[config.mk]
export PLATFORM = sky130hd
export DESIGN_NAME = indent_aware_tokenizer_top_flat
export DESIGN_NICKNAME = d
export VERILOG_FILES = /design/src/hdl/iat_pkg.sv /design/src/hdl/iat_if.sv /design/src/hdl/iat_dp.sv /design/src/hdl/iat_ctrl.sv /design/src/hdl/indent_aware_tokenizer_top.sv /design/src/flat_wrapper.sv
export SDC_FILE = /design/constraint.sdc
export NUM_CORES = 1
export LEC_CHECK = 0
export BUFFER_PORTS_ARGS = -buffer_cell sky130_fd_sc_hd__buf_2
export CORE_MARGIN = 5
export CORE_UTILIZATION = 35
export CTS_BUF_LIST = sky130_fd_sc_hd__clkbuf_4
export CTS_CLUSTER_SIZE = 10
export DETAILED_ROUTE_END_ITERATION = 12
export SYNTH_ARGS = -nofsm -noshare
export SYNTH_HDL_FRONTEND = slang
export SYNTH_HIERARCHICAL = 1
export SYNTH_SLANG_ARGS = --single-unit
[constraint.sdc]
create_clock -name clk -period 21 [get_ports clk]
set_clock_uncertainty 0.1 [all_clocks]
set_input_delay 0 -clock clk [delete_from_list [all_inputs] [get_ports clk]]
set_output_delay 0 -clock clk [all_outputs]
set_load 0.01 [all_outputs]
[src/hdl/iat_pkg.sv]
// Package for the indentation-aware tokenizer: codes, constants, command and
// status structs shared by the controller and the datapath.
// No dependencies.
`timescale 1ns / 1ps
`default_nettype none
package iat_pkg;

  localparam int MAX_DEPTH = 32;
  localparam int LVL_W     = $clog2(MAX_DEPTH);

  localparam logic [30:0] NUM_MAX = 31'h7FFF_FFFF;

  localparam logic [7:0] CH_NUL    = 8'h00;
  localparam logic [7:0] CH_TAB    = 8'h09;
  localparam logic [7:0] CH_LF     = 8'h0A;
  localparam logic [7:0] CH_SP     = 8'h20;
  localparam logic [7:0] CH_HASH   = 8'h23;
  localparam logic [7:0] CH_DOLLAR = 8'h24;
  localparam logic [7:0] CH_LPAREN = 8'h28;
  localparam logic [7:0] CH_RPAREN = 8'h29;
  localparam logic [7:0] CH_STAR   = 8'h2A;
  localparam logic [7:0] CH_PLUS   = 8'h2B;
  localparam logic [7:0] CH_COMMA  = 8'h2C;
  localparam logic [7:0] CH_DASH   = 8'h2D;
  localparam logic [7:0] CH_DOT    = 8'h2E;
  localparam logic [7:0] CH_ZERO   = 8'h30;
  localparam logic [7:0] CH_NINE   = 8'h39;
  localparam logic [7:0] CH_COLON  = 8'h3A;
  localparam logic [7:0] CH_SEMI   = 8'h3B;
  localparam logic [7:0] CH_GT     = 8'h3E;
  localparam logic [7:0] CH_UP_A   = 8'h41;
  localparam logic [7:0] CH_UP_Z   = 8'h5A;
  localparam logic [7:0] CH_LBRACK = 8'h5B;
  localparam logic [7:0] CH_RBRACK = 8'h5D;
  localparam logic [7:0] CH_USCORE = 8'h5F;
  localparam logic [7:0] CH_LO_A   = 8'h61;
  localparam logic [7:0] CH_LO_E   = 8'h65;
  localparam logic [7:0] CH_LO_F   = 8'h66;
  localparam logic [7:0] CH_LO_I   = 8'h69;
  localparam logic [7:0] CH_LO_L   = 8'h6C;
  localparam logic [7:0] CH_LO_Z   = 8'h7A;

  localparam logic [2:0] KW_START = 3'd0;
  localparam logic [2:0] KW_I     = 3'd1;
  localparam logic [2:0] KW_IF    = 3'd2;
  localparam logic [2:0] KW_E     = 3'd3;
  localparam logic [2:0] KW_EL    = 3'd4;
  localparam logic [2:0] KW_ELI   = 3'd5;
  localparam logic [2:0] KW_ELIF  = 3'd6;
  localparam logic [2:0] KW_DEAD  = 3'd7;

  typedef enum logic [3:0] {
    M_BOL, M_BOLCOM, M_MID, M_DASH, M_NAME, M_NAMEHY, M_NUM, M_CONDSKIP, M_COND, M_ERR
  } scan_mode_t;

  typedef enum logic [2:0] {
    PH_IDLE, PH_STEP, PH_SRCH, PH_DED, PH_ENDDED
  } phase_t;

  typedef enum logic [4:0] {
    TK_END, TK_NEWLINE, TK_INDENT, TK_DEDENT, TK_LBRACK, TK_RBRACK, TK_LPAREN,
    TK_RPAREN, TK_COLON, TK_SEMI, TK_COMMA, TK_ARROW, TK_STAR, TK_NAME, TK_NUMBER,
    TK_COND, TK_ERROR
  } tok_kind_t;

  typedef enum logic [2:0] {
    ER_NONE, ER_CHAR, ER_DEEP, ER_MISMATCH, ER_NOCOLON
  } err_code_t;

  typedef enum logic {SS_OFF, SS_OPEN} start_sel_t;

  typedef enum logic [2:0] {
    LS_ZERO, LS_ONE, LS_TWO, LS_OFF, LS_OFFM1, LS_COND
  } len_sel_t;

  typedef struct packed {
    logic       emit;
    tok_kind_t  kind;
    err_code_t  err;
    start_sel_t ssel;
    len_sel_t   lsel;
    logic       consume;
    logic       col_inc;
    logic       col_clr;
    logic       line_inc;
    logic       open_off;
    logic       open_offm1;
    logic       cond_off;
    logic       cond_off1;
    logic       num_load;
    logic       num_acc;
    logic       kw_load;
    logic       kw_adv;
    logic       kw_dead;
    logic       fol_set;
    logic       push;
    logic       srch_start;
    logic       srch_dec;
    logic       lvl_dec;
    logic       top_col;
  } iat_cmd_t;

  typedef struct packed {
    logic      is_blank;
    logic      is_lf;
    logic      is_hash;
    logic      is_zero;
    logic      is_dash;
    logic      is_gt;
    logic      is_colon;
    logic      punct;
    tok_kind_t punct_kind;
    logic      name_first;
    logic      name_more;
    logic      is_digit;
    logic      kw_cond;
    logic      col_gt_top;
    logic      col_lt_top;
    logic      push_ok;
    logic      srch_more;
    logic      srch_match;
    logic      lvl_gt_k;
    logic      lvl_nz;
    logic      can_emit;
  } iat_sts_t;

  typedef struct packed {
    tok_kind_t   kind;
    err_code_t   err;
    logic [30:0] val;
    logic [31:0] start;
    logic [31:0] len;
    logic [31:0] line;
    logic        last;
  } iat_tok_t;

  function automatic logic [2:0] kw_advance(input logic [2:0] p, input logic [7:0] c);
    logic [2:0] r;
    r = KW_DEAD;
    case (p)
      KW_START: begin
        if (c == CH_LO_I) r = KW_I;
        else if (c == CH_LO_E) r = KW_E;
      end
      KW_I:   if (c == CH_LO_F) r = KW_IF;
      KW_E:   if (c == CH_LO_L) r = KW_EL;
      KW_EL:  if (c == CH_LO_I) r = KW_ELI;
      KW_ELI: if (c == CH_LO_F) r = KW_ELIF;
      default: r = KW_DEAD;
    endcase
    return r;
  endfunction

endpackage
`default_nettype wire

[src/hdl/iat_if.sv]
// Channel interfaces for the tokenizer: text byte input and token output.
// No dependencies.
`timescale 1ns / 1ps
`default_nettype none
interface iat_in_if;
  logic       valid;
  logic       ready;
  logic [7:0] text_byte;
  modport source (output valid, output text_byte, input ready);
  modport sink (input valid, input text_byte, output ready);
endinterface

interface iat_out_if;
  logic        valid;
  logic        ready;
  logic [4:0]  token_kind;
  logic [2:0]  error_code;
  logic [30:0] number_value;
  logic [31:0] token_start;
  logic [31:0] token_length;
  logic [31:0] line_number;
  logic        last_of_run;
  modport source (output valid, output token_kind, output error_code, output number_value,
                  output token_start, output token_length, output line_number,
                  output last_of_run, input ready);
  modport sink (input valid, input token_kind, input error_code, input number_value,
                input token_start, input token_length, input line_number,
                input last_of_run, output ready);
endinterface
`default_nettype wire

[src/hdl/iat_dp.sv]
// Tokenizer datapath: held byte, counters, indentation stack, token staging and
// output register. Depends on iat_pkg.
`timescale 1ns / 1ps
`default_nettype none
module iat_dp
  import iat_pkg::*;
(
  input  wire logic        clk,
  input  wire logic        rst_n,
  input  wire logic        in_acc,
  input  wire logic [7:0]  in_byte,
  input  wire iat_cmd_t    cmd,
  output iat_sts_t         sts,
  input  wire logic        out_ready,
  output logic             out_valid,
  output iat_tok_t         out_tok
);

  logic [7:0]       c_r;
  logic [31:0]      off_r, open_r, cond_r, line_r;
  logic [30:0]      acc_r;
  logic [15:0]      col_r, top_r;
  logic [2:0]       kw_r;
  logic             fol_r;
  logic [LVL_W-1:0] lvl_r, k_r;
  logic [15:0]      stk_r [MAX_DEPTH];
  logic             pend_v_r, out_v_r;
  iat_tok_t         pend_r, out_r;

  logic             alpha, digit, blank;
  logic [LVL_W-1:0] lvl_p1;
  logic [LVL_W:0]   lvl_ext;
  logic [15:0]      stk_rd;
  logic [34:0]      acc10;
  logic [30:0]      acc_sat;
  logic             slot_free, move;
  logic             zero_done;
  iat_tok_t         new_tok;

  assign alpha = (c_r >= CH_LO_A && c_r <= CH_LO_Z) || (c_r >= CH_UP_A && c_r <= CH_UP_Z);
  assign digit = c_r >= CH_ZERO && c_r <= CH_NINE;
  assign blank = c_r == CH_SP || c_r == CH_TAB;

  assign lvl_p1  = lvl_r + 1'b1;
  assign lvl_ext = {1'b0, lvl_r} + 1'b1;
  assign stk_rd  = (k_r == '0) ? 16'd0 : stk_r[k_r];

  assign acc10   = ({4'd0, acc_r} << 3) + ({4'd0, acc_r} << 1) + {31'd0, c_r[3:0]};
  assign acc_sat = (acc10 > {4'd0, NUM_MAX}) ? NUM_MAX : acc10[30:0];

  always_comb begin
    sts = '0;
    sts.is_blank   = blank;
    sts.is_lf      = c_r == CH_LF;
    sts.is_hash    = c_r == CH_HASH;
    sts.is_zero    = c_r == CH_NUL;
    sts.is_dash    = c_r == CH_DASH;
    sts.is_gt      = c_r == CH_GT;
    sts.is_colon   = c_r == CH_COLON;
    sts.punct      = 1'b1;
    unique case (c_r)
      CH_LBRACK: sts.punct_kind = TK_LBRACK;
      CH_RBRACK: sts.punct_kind = TK_RBRACK;
      CH_LPAREN: sts.punct_kind = TK_LPAREN;
      CH_RPAREN: sts.punct_kind = TK_RPAREN;
      CH_COLON:  sts.punct_kind = TK_COLON;
      CH_SEMI:   sts.punct_kind = TK_SEMI;
      CH_COMMA:  sts.punct_kind = TK_COMMA;
      CH_STAR:   sts.punct_kind = TK_STAR;
      default: begin
        sts.punct      = 1'b0;
        sts.punct_kind = TK_END;
      end
    endcase
    sts.name_first = alpha || c_r == CH_USCORE || c_r == CH_DOT;
    sts.name_more  = alpha || digit || c_r == CH_USCORE || c_r == CH_DOT ||
                     c_r == CH_DOLLAR || c_r == CH_PLUS;
    sts.is_digit   = digit;
    sts.kw_cond    = fol_r && (kw_r == KW_IF || kw_r == KW_ELIF);
    sts.col_gt_top = col_r > top_r;
    sts.col_lt_top = col_r < top_r;
    sts.push_ok    = lvl_ext < (LVL_W + 1)'(MAX_DEPTH);
    sts.srch_more  = (k_r != '0) && (stk_rd > col_r);
    sts.srch_match = stk_rd == col_r;
    sts.lvl_gt_k   = lvl_r > k_r;
    sts.lvl_nz     = lvl_r != '0;
    sts.can_emit   = !pend_v_r || slot_free;
  end

  always_comb begin
    new_tok       = '0;
    new_tok.kind  = cmd.kind;
    new_tok.err   = cmd.err;
    new_tok.val   = (cmd.kind == TK_NUMBER) ? acc_r : 31'd0;
    new_tok.start = (cmd.ssel == SS_OPEN) ? open_r : off_r;
    new_tok.line  = line_r;
    new_tok.last  = cmd.consume;
    case (cmd.lsel)
      LS_ZERO:  new_tok.len = 32'd0;
      LS_ONE:   new_tok.len = 32'd1;
      LS_TWO:   new_tok.len = 32'd2;
      LS_OFF:   new_tok.len = off_r - open_r;
      LS_OFFM1: new_tok.len = off_r - 32'd1 - open_r;
      LS_COND:  new_tok.len = cond_r - open_r;
      default:  new_tok.len = 32'd0;
    endcase
  end

  assign slot_free = !out_v_r || out_ready;
  assign move      = pend_v_r && slot_free && (pend_r.last || cmd.emit);
  assign zero_done = cmd.consume && c_r == CH_NUL;

  always_ff @(posedge clk) begin
    if (in_acc) begin
      c_r <= in_byte;
    end
    if (cmd.push) begin
      stk_r[lvl_p1] <= col_r;
    end
    if (cmd.emit) begin
      pend_r <= new_tok;
    end else if (cmd.consume) begin
      pend_r.last <= 1'b1;
    end
    if (move) begin
      out_r <= pend_r;
    end
  end

  always_ff @(posedge clk) begin
    if (!rst_n) begin
      pend_v_r <= 1'b0;
      out_v_r  <= 1'b0;
    end else begin
      if (cmd.emit) begin
        pend_v_r <= 1'b1;
      end else if (move) begin
        pend_v_r <= 1'b0;
      end
      if (move) begin
        out_v_r <= 1'b1;
      end else if (out_ready) begin
        out_v_r <= 1'b0;
      end
    end
  end

  always_ff @(posedge clk) begin
    if (!rst_n || zero_done) begin
      off_r  <= '0;
      open_r <= '0;
      cond_r <= '0;
      line_r <= 32'd1;
      acc_r  <= '0;
      col_r  <= '0;
      top_r  <= '0;
      kw_r   <= KW_START;
      fol_r  <= 1'b1;
      lvl_r  <= '0;
      k_r    <= '0;
    end else begin
      if (cmd.consume) off_r <= off_r + 32'd1;
      if (cmd.open_off) open_r <= off_r;
      if (cmd.open_offm1) open_r <= off_r - 32'd1;
      if (cmd.cond_off) cond_r <= off_r;
      if (cmd.cond_off1) cond_r <= off_r + 32'd1;
      if (cmd.line_inc) line_r <= line_r + 32'd1;
      if (cmd.num_load) acc_r <= {27'd0, c_r[3:0]};
      if (cmd.num_acc) acc_r <= acc_sat;
      if (cmd.col_clr) begin
        col_r <= '0;
      end else if (cmd.col_inc && col_r != 16'hFFFF) begin
        col_r <= col_r + 16'd1;
      end
      if (cmd.kw_load) kw_r <= kw_advance(KW_START, c_r);
      if (cmd.kw_adv) kw_r <= kw_advance(kw_r, c_r);
      if (cmd.kw_dead) kw_r <= KW_DEAD;
      if (cmd.emit && cmd.kind >= TK_LBRACK) begin
        fol_r <= 1'b0;
      end else if (cmd.fol_set) begin
        fol_r <= 1'b1;
      end
      if (cmd.push) begin
        lvl_r <= lvl_p1;
        top_r <= col_r;
      end
      if (cmd.top_col) top_r <= col_r;
      if (cmd.lvl_dec) lvl_r <= lvl_r - 1'b1;
      if (cmd.srch_start) k_r <= lvl_r;
      if (cmd.srch_dec) k_r <= k_r - 1'b1;
    end
  end

  assign out_valid = out_v_r;
  assign out_tok   = out_r;

endmodule
`default_nettype wire

[src/hdl/iat_ctrl.sv]
// Tokenizer controller: scan mode and work phase state machine issuing
// commands to the datapath. Depends on iat_pkg.
`timescale 1ns / 1ps
`default_nettype none
module iat_ctrl
  import iat_pkg::*;
(
  input  wire logic     clk,
  input  wire logic     rst_n,
  input  wire logic     in_valid,
  output logic          in_ready,
  input  wire iat_sts_t sts,
  output iat_cmd_t      cmd
);

  scan_mode_t mode_r, mode_nxt, mode_req;
  phase_t     phase_r, phase_nxt, phase_req;
  iat_cmd_t   cmd_raw;
  logic       stall;

  function automatic iat_cmd_t mk_tok(input tok_kind_t k, input err_code_t e,
                                      input start_sel_t s, input len_sel_t l);
    iat_cmd_t r;
    r      = '0;
    r.emit = 1'b1;
    r.kind = k;
    r.err  = e;
    r.ssel = s;
    r.lsel = l;
    return r;
  endfunction

  always_comb begin
    cmd_raw   = '0;
    mode_req  = mode_r;
    phase_req = phase_r;
    unique case (phase_r)
      PH_IDLE: begin
        phase_req = PH_IDLE;
      end
      PH_STEP: begin
        case (mode_r)
          M_BOL: begin
            if (sts.is_blank) begin
              cmd_raw.col_inc = 1'b1;
              cmd_raw.consume = 1'b1;
            end else if (sts.is_lf) begin
              cmd_raw.line_inc = 1'b1;
              cmd_raw.col_clr  = 1'b1;
              cmd_raw.consume  = 1'b1;
            end else if (sts.is_hash) begin
              mode_req        = M_BOLCOM;
              cmd_raw.consume = 1'b1;
            end else if (sts.is_zero) begin
              phase_req = PH_ENDDED;
            end else if (sts.col_gt_top) begin
              if (!sts.push_ok) begin
                cmd_raw         = mk_tok(TK_ERROR, ER_DEEP, SS_OFF, LS_ZERO);
                cmd_raw.consume = 1'b1;
                mode_req        = M_ERR;
              end else begin
                cmd_raw         = mk_tok(TK_INDENT, ER_NONE, SS_OFF, LS_ZERO);
                cmd_raw.push    = 1'b1;
                cmd_raw.fol_set = 1'b1;
                mode_req        = M_MID;
              end
            end else if (sts.col_lt_top) begin
              cmd_raw.srch_start = 1'b1;
              phase_req          = PH_SRCH;
            end else begin
              cmd_raw.fol_set = 1'b1;
              mode_req        = M_MID;
            end
          end
          M_BOLCOM: begin
            if (sts.is_lf) begin
              cmd_raw.line_inc = 1'b1;
              cmd_raw.col_clr  = 1'b1;
              cmd_raw.consume  = 1'b1;
              mode_req         = M_BOL;
            end else if (sts.is_zero) begin
              phase_req = PH_ENDDED;
            end else begin
              cmd_raw.consume = 1'b1;
            end
          end
          M_MID: begin
            if (sts.is_blank) begin
              cmd_raw.consume = 1'b1;
            end else if (sts.is_lf) begin
              cmd_raw          = mk_tok(TK_NEWLINE, ER_NONE, SS_OFF, LS_ONE);
              cmd_raw.line_inc = 1'b1;
              cmd_raw.col_clr  = 1'b1;
              cmd_raw.consume  = 1'b1;
              mode_req         = M_BOL;
            end else if (sts.is_hash) begin
              cmd_raw         = mk_tok(TK_NEWLINE, ER_NONE, SS_OFF, LS_ZERO);
              cmd_raw.consume = 1'b1;
              mode_req        = M_BOLCOM;
            end else if (sts.is_zero) begin
              cmd_raw   = mk_tok(TK_NEWLINE, ER_NONE, SS_OFF, LS_ZERO);
              phase_req = PH_ENDDED;
            end else if (sts.is_dash) begin
              cmd_raw.open_off = 1'b1;
              cmd_raw.consume  = 1'b1;
              mode_req         = M_DASH;
            end else if (sts.punct) begin
              cmd_raw         = mk_tok(sts.punct_kind, ER_NONE, SS_OFF, LS_ONE);
              cmd_raw.consume = 1'b1;
            end else if (sts.name_first) begin
              cmd_raw.open_off = 1'b1;
              cmd_raw.kw_load  = 1'b1;
              cmd_raw.consume  = 1'b1;
              mode_req         = M_NAME;
            end else if (sts.is_digit) begin
              cmd_raw.open_off = 1'b1;
              cmd_raw.num_load = 1'b1;
              cmd_raw.consume  = 1'b1;
              mode_req         = M_NUM;
            end else begin
              cmd_raw         = mk_tok(TK_ERROR, ER_CHAR, SS_OFF, LS_ONE);
              cmd_raw.consume = 1'b1;
              mode_req        = M_ERR;
            end
          end
          M_DASH: begin
            if (sts.is_gt) begin
              cmd_raw  = mk_tok(TK_ARROW, ER_NONE, SS_OPEN, LS_TWO);
              mode_req = M_MID;
            end else begin
              cmd_raw  = mk_tok(TK_ERROR, ER_CHAR, SS_OPEN, LS_ONE);
              mode_req = M_ERR;
            end
            cmd_raw.consume = 1'b1;
          end
          M_NAME: begin
            if (sts.name_more) begin
              cmd_raw.kw_adv  = 1'b1;
              cmd_raw.consume = 1'b1;
            end else if (sts.is_dash) begin
              cmd_raw.consume = 1'b1;
              mode_req        = M_NAMEHY;
            end else begin
              cmd_raw  = mk_tok(TK_NAME, ER_NONE, SS_OPEN, LS_OFF);
              mode_req = sts.kw_cond ? M_CONDSKIP : M_MID;
            end
          end
          M_NAMEHY: begin
            if (sts.name_more) begin
              cmd_raw.kw_dead = 1'b1;
              cmd_raw.consume = 1'b1;
              mode_req        = M_NAME;
            end else begin
              cmd_raw            = mk_tok(TK_NAME, ER_NONE, SS_OPEN, LS_OFFM1);
              cmd_raw.open_offm1 = 1'b1;
              if (sts.kw_cond) begin
                cmd_raw.cond_off = 1'b1;
                mode_req         = M_COND;
              end else begin
                mode_req = M_DASH;
              end
            end
          end
          M_NUM: begin
            if (sts.is_digit) begin
              cmd_raw.num_acc = 1'b1;
              cmd_raw.consume = 1'b1;
            end else begin
              cmd_raw  = mk_tok(TK_NUMBER, ER_NONE, SS_OPEN, LS_OFF);
              mode_req = M_MID;
            end
          end
          M_CONDSKIP: begin
            if (sts.is_blank) begin
              cmd_raw.consume = 1'b1;
            end else begin
              cmd_raw.open_off = 1'b1;
              cmd_raw.cond_off = 1'b1;
              mode_req         = M_COND;
            end
          end
          M_COND: begin
            if (sts.is_colon) begin
              cmd_raw  = mk_tok(TK_COND, ER_NONE, SS_OPEN, LS_COND);
              mode_req = M_MID;
            end else if (sts.is_lf || sts.is_zero) begin
              cmd_raw  = mk_tok(TK_ERROR, ER_NOCOLON, SS_OFF, LS_ZERO);
              mode_req = M_ERR;
            end else if (!sts.is_blank) begin
              cmd_raw.cond_off1 = 1'b1;
            end
            cmd_raw.consume = 1'b1;
          end
          default: begin
            cmd_raw.consume = 1'b1;
          end
        endcase
      end
      PH_SRCH: begin
        if (sts.srch_more) begin
          cmd_raw.srch_dec = 1'b1;
        end else if (!sts.srch_match) begin
          cmd_raw         = mk_tok(TK_ERROR, ER_MISMATCH, SS_OFF, LS_ZERO);
          cmd_raw.consume = 1'b1;
          mode_req        = M_ERR;
        end else begin
          phase_req = PH_DED;
        end
      end
      PH_DED: begin
        if (sts.lvl_gt_k) begin
          cmd_raw         = mk_tok(TK_DEDENT, ER_NONE, SS_OFF, LS_ZERO);
          cmd_raw.lvl_dec = 1'b1;
        end else begin
          cmd_raw.top_col = 1'b1;
          cmd_raw.fol_set = 1'b1;
          mode_req        = M_MID;
          phase_req       = PH_STEP;
        end
      end
      PH_ENDDED: begin
        if (sts.lvl_nz) begin
          cmd_raw         = mk_tok(TK_DEDENT, ER_NONE, SS_OFF, LS_ZERO);
          cmd_raw.lvl_dec = 1'b1;
        end else begin
          cmd_raw         = mk_tok(TK_END, ER_NONE, SS_OFF, LS_ZERO);
          cmd_raw.consume = 1'b1;
        end
      end
      default: begin
        phase_req = PH_IDLE;
      end
    endcase
  end

  assign stall = cmd_raw.emit && !sts.can_emit;

  always_comb begin
    mode_nxt  = mode_r;
    phase_nxt = phase_r;
    if (!stall) begin
      mode_nxt  = mode_req;
      phase_nxt = phase_req;
    end
    if (cmd.consume) begin
      phase_nxt = in_valid ? PH_STEP : PH_IDLE;
      if (sts.is_zero) mode_nxt = M_BOL;
    end else if (phase_r == PH_IDLE && in_valid) begin
      phase_nxt = PH_STEP;
    end
  end

  always_comb begin
    cmd      = stall ? '0 : cmd_raw;
    in_ready = (phase_r == PH_IDLE) || cmd.consume;
  end

  always_ff @(posedge clk) begin
    if (!rst_n) begin
      mode_r  <= M_BOL;
      phase_r <= PH_IDLE;
    end else begin
      mode_r  <= mode_nxt;
      phase_r <= phase_nxt;
    end
  end

endmodule
`default_nettype wire

[src/hdl/indent_aware_tokenizer_top.sv]
// Top level of the indentation-aware tokenizer: controller plus datapath.
// Depends on iat_pkg, iat_if, iat_ctrl and iat_dp.
//
//   channel    direction  handshake     payload
//   in_chan    sink       valid/ready   text_byte
//   out_chan   source     valid/ready   token fields, last_of_run
//
// A byte is taken when the previous one is finished and is worked on one step a cycle
// unless a step waits to make a token, each step making at most one token; most bytes take
// one step. Extra steps go to the first non-blank byte of a line and to a byte that closes a
// name, a number, a name hyphen or a condition skip. A line start that closes levels first
// searches the stack, then makes one dedent per level; byte 0 makes one per open level.
// Reset is synchronous and active low and returns the tokenizer to a line start.
// A step that makes a token waits while the staging slot and the output register are
// both full; a token waits in the output register while the next byte is taken.
`timescale 1ns / 1ps
`default_nettype none
module indent_aware_tokenizer_top
  import iat_pkg::*;
(
  input  wire logic clk,
  input  wire logic rst_n,
  iat_in_if.sink    in_chan,
  iat_out_if.source out_chan
);

  iat_cmd_t cmd;
  iat_sts_t sts;
  iat_tok_t tok;
  logic     in_ready;
  logic     out_valid;

  iat_ctrl u_ctrl (
    .clk      (clk),
    .rst_n    (rst_n),
    .in_valid (in_chan.valid),
    .in_ready (in_ready),
    .sts      (sts),
    .cmd      (cmd)
  );

  iat_dp u_dp (
    .clk       (clk),
    .rst_n     (rst_n),
    .in_acc    (in_chan.valid && in_ready),
    .in_byte   (in_chan.text_byte),
    .cmd       (cmd),
    .sts       (sts),
    .out_ready (out_chan.ready),
    .out_valid (out_valid),
    .out_tok   (tok)
  );

  assign in_chan.ready         = in_ready;
  assign out_chan.valid        = out_valid;
  assign out_chan.token_kind   = tok.kind;
  assign out_chan.error_code   = tok.err;
  assign out_chan.number_value = tok.val;
  assign out_chan.token_start  = tok.start;
  assign out_chan.token_length = tok.len;
  assign out_chan.line_number  = tok.line;
  assign out_chan.last_of_run  = tok.last;

endmodule
`default_nettype wire

[src/flat_wrapper.sv]
// flat-port wrapper written by rule: the top's interface ports become plain ports
module indent_aware_tokenizer_top_flat import iat_pkg::*;
  (clk, rst_n, in_chan_valid, in_chan_text_byte, in_chan_ready, out_chan_valid, out_chan_token_kind, out_chan_error_code, out_chan_number_value, out_chan_token_start, out_chan_token_length, out_chan_line_number, out_chan_last_of_run, out_chan_ready);
  iat_in_if in_chan_i ();
  iat_out_if out_chan_i ();
  input  wire logic clk;
  input  wire logic rst_n;
  input wire logic [$bits(in_chan_i.valid)-1:0] in_chan_valid;
  input wire logic [$bits(in_chan_i.text_byte)-1:0] in_chan_text_byte;
  output wire logic [$bits(in_chan_i.ready)-1:0] in_chan_ready;
  output wire logic [$bits(out_chan_i.valid)-1:0] out_chan_valid;
  output wire logic [$bits(out_chan_i.token_kind)-1:0] out_chan_token_kind;
  output wire logic [$bits(out_chan_i.error_code)-1:0] out_chan_error_code;
  output wire logic [$bits(out_chan_i.number_value)-1:0] out_chan_number_value;
  output wire logic [$bits(out_chan_i.token_start)-1:0] out_chan_token_start;
  output wire logic [$bits(out_chan_i.token_length)-1:0] out_chan_token_length;
  output wire logic [$bits(out_chan_i.line_number)-1:0] out_chan_line_number;
  output wire logic [$bits(out_chan_i.last_of_run)-1:0] out_chan_last_of_run;
  input wire logic [$bits(out_chan_i.ready)-1:0] out_chan_ready;
  assign in_chan_i.valid = in_chan_valid;
  assign in_chan_i.text_byte = in_chan_text_byte;
  assign in_chan_ready = in_chan_i.ready;
  assign out_chan_valid = out_chan_i.valid;
  assign out_chan_token_kind = out_chan_i.token_kind;
  assign out_chan_error_code = out_chan_i.error_code;
  assign out_chan_number_value = out_chan_i.number_value;
  assign out_chan_token_start = out_chan_i.token_start;
  assign out_chan_token_length = out_chan_i.token_length;
  assign out_chan_line_number = out_chan_i.line_number;
  assign out_chan_last_of_run = out_chan_i.last_of_run;
  assign out_chan_i.ready = out_chan_ready;
  indent_aware_tokenizer_top u_core (.clk(clk), .rst_n(rst_n), .in_chan(in_chan_i), .out_chan(out_chan_i));
endmodule
==> flow_summary.ini <==
[worst_setup_path]
cp-start-kind = register
crit_end = u_core/u_dp/pend_r[63]
arrival_ps = 12960
cp_slowest_cell = dfxtp_4
worstRegToRegCells = 32
crit_fanout = 49
r2r_slack_ps = 8780
cp_common_cell = buf_4
r2r_end = u_core/u_dp/pend_r[63]
critPathKind = register to register
cp_slowest_stage_delay_ps = 930
end_kind = register
required_ps = 21740

[logic_synthesis]
yosysTopAreaCell = edfxtp_1
synth_nets = 3802
synth-seq-cells = 1011
synth_area_leaders = edfxtp_1 (51%), dfxtp_1 (9.4%), mux4_2 (7.8%)
synthArstFlopShare_pct = 0
synthCells = 3646
yosys_warnings = 6
synth_ff_type = edfxtp_1
yosysMostFrequentCell = edfxtp_1
avgSynthCellArea_sq_um = 12.7
synth_top_area_share_pct = 51.3
synth-edff-count = 792
yosys-top-cells-count = edfxtp_1 (792), a21oi_1 (354), nor2_1 (324)
synth_seq_area_share_pct = 60.7
synth_cell_types = 96
netlist_area_sq_um = 46400

[global_routing]
grt_pass1_vias = 31500
grt_max_degree = 100
grt_usage_pct = 16.6
antenna_found_initial = 5
grt-ovfl-total = 0
grt_pass1_wl_um = 183000

[clock_tree]
clock-sinks = 1011
cts_resized = 0
cts_root_buffer = clkbuf_4
cts_setup_buffers = 0
clk_pin_slew_ps = 60
clockBufferDepth = 4
cts_max_level = 5
tritoncts = done
cts_buffers = 286
clock_latency_ps = 1170

[floorplanning]
die_x_um = 374
core_sq_um = 132000
ios = 150
fp-row-count = 133
initial_core_util_pct = 35.3
dieArea_sq_um = 140000
die_y_um = 374

[layout]
final_cells = 5945
final_cell_area_sq_um = 53000
fin_util_pct = 40.3
drive_gt1_share_pct = 22.1
synthToLayoutAreaGrowth_pct = 14.3
final_nets = 4141

[sta]
slew_headroom_pct = 20.9
worst_pin_slew_ps = 1180
finalSetupViolCount = 0
min_period_ps = 12220
rsz0062_at_grt = false
setup_tns_ps = 0
min_period_over_period_pct = 58.2
drv_slew = 0
fmaxAchievable_ghz = 0.0818
final-hold-violation-count = 0

[power]
pwr-share-clk_pct = 41.1
p_comb_share_pct = 6.6
peakVddDrop_mv = 0.0586
switchingPower_uw = 1020
p_leak_uw = 0.0186
switching_share_pct = 23.9
internal_power_uw = 3240
p_seq_share_pct = 52.4
pwr_density_cell_nw_per_um2 = 80.3
power_uw = 4260

[routing]
wl_per_cell_um = 19.8
wl_um = 118000
viasPerCell = 5.26
drc = 0
drt_iter0_drc = 2667
drt_first_pass_iters = 5
ant_nets = 0
vias = 31300

[flow_run]
cap_violations = 0

[hold_path]
hp-start = u_core/u_dp/pend_r[45]
holdCritPathClass = register to register

[placement]
place.gp.congestion = 0.872
dp_hpwl_um = 73400
portBuffers = 149
dp_cells = 5421
placedInstanceArea_sq_um = 49200

[outcome]
outcome = complete, no violations
==> metrics by stage <==
step / setup WS [ps] / hold WS, ps
finish: 8780 / 283
global route: 7610 / 222
CTS: 8810 / 172
detailed placement: 8890 / 80.5
global placement: 9040 / 80.3
floorplan: 6150 / -1.13
==> worst min path at each step <==
stage,to,slack (ps),cells after the start
after floorplan,u_core/u_dp/c_r[0],-1,0
after global placement,u_core/u_dp/c_r[2],80,1
after detailed placement,u_core/u_dp/c_r[2],80,1
after CTS,u_core/u_dp/out_valid,170,6
after global routing,u_core/u_dp/out_valid,220,6
final,u_core/u_dp/out_tok[45],280,0
==> power by group through the flow <==
stage	clock [uW]	sequential, uW	combinational [uW]
after floorplan	0	2270	188
after global placement	0	2270	272
after detailed placement	0	2270	273
after CTS	1820	2230	279
after global routing	1930	2230	306
final	1750	2230	280
==> routing by layer <==
metal  vias to the layer above  GRT usage [%]  wire (um)
li1                      14600              -          -
met3                       186           4.36       8030
met2                      1039           27.8      58000
met4                         2           5.26       2570
met5                         -              0         13
met1                     15400           20.9      49200
==> critical path, delay by kind of cell (launching register included) <==
| kind | cells | cell delay, ps |
|---|---|---|
| and+or+nand+nor | 11 | 2520 |
| muxes | 3 | 1340 |
| buffers and inverters | 3 | 1920 |
| DFF | 1 | 930 |
| adders and majority gates | 3 | 760 |
| AOI/OAI and AO/OA | 12 | 4180 |
==> registers in the layout (all words and copies together), names as in the netlist, 31 cells and up, named ones only <==
signal / flops
u_core/u_dp/stk_r: 512
u_core/u_dp/open_r: 32
u_core/u_dp/off_r: 32
u_core/u_dp/pend_r: 136
u_core/u_dp/cond_r: 32
u_core/u_dp/line_r: 32
u_core/u_dp/acc_r: 31
u_core/u_dp/out_tok: 136
==> layout by cell type, fill, tap and decap left out, types with 55 or more instances in the layout <==
cell | synthesis | layout
a21oi_1 | 354 | 352
buf_2 | 15 | 149
buf_4 | 5 | 87
clkbuf_4 | 0 | 423
dfxtp_1 | 219 | 216
edfxtp_1 | 792 | 792
ha_1 | 141 | 141
inv_1 | 136 | 136
mux4_2 | 160 | 160
nand2_1 | 218 | 217
nand3_1 | 58 | 58
nor2_1 | 324 | 320
nor3_1 | 94 | 93
o21ai_0 | 141 | 141
xnor2_1 | 55 | 55
xor2_1 | 60 | 60
==> cell type report <==
type,count,area (sq um)
diodes,9,22.5
clock inverters,61,323
repair buffers,267,1710
multi-input cells,2281,16900
well taps,1755,2200
inverters,138,518
clock buffers,423,3180
flip-flops and latches,1011,28200
fillers,12400,78600
==> logic make-up (layout without fill, tap and decap cells) <==
kind of cell	count (synthesis)	after routing	synth area share (%)
AND/OR/NAND/NOR	1034	1034	11.1
AO/OA/AOI/OAI	781	781	10.2
multiplexers	205	205	8.79
other	1	10	0.00808
XOR/XNOR	116	116	2.21
flip-flops	1011	1011	60.7
buffers and inverters	354	889	3.01
adder cells (fa/ha/maj)	144	144	3.93
==> repair_timing <==
item	CTS	global route
endpoints found under the setup margin	0	0
hold buffers	31	0
hold endpoints to repair	253	0
Note: power is estimated with default switching activity, not from simulation.
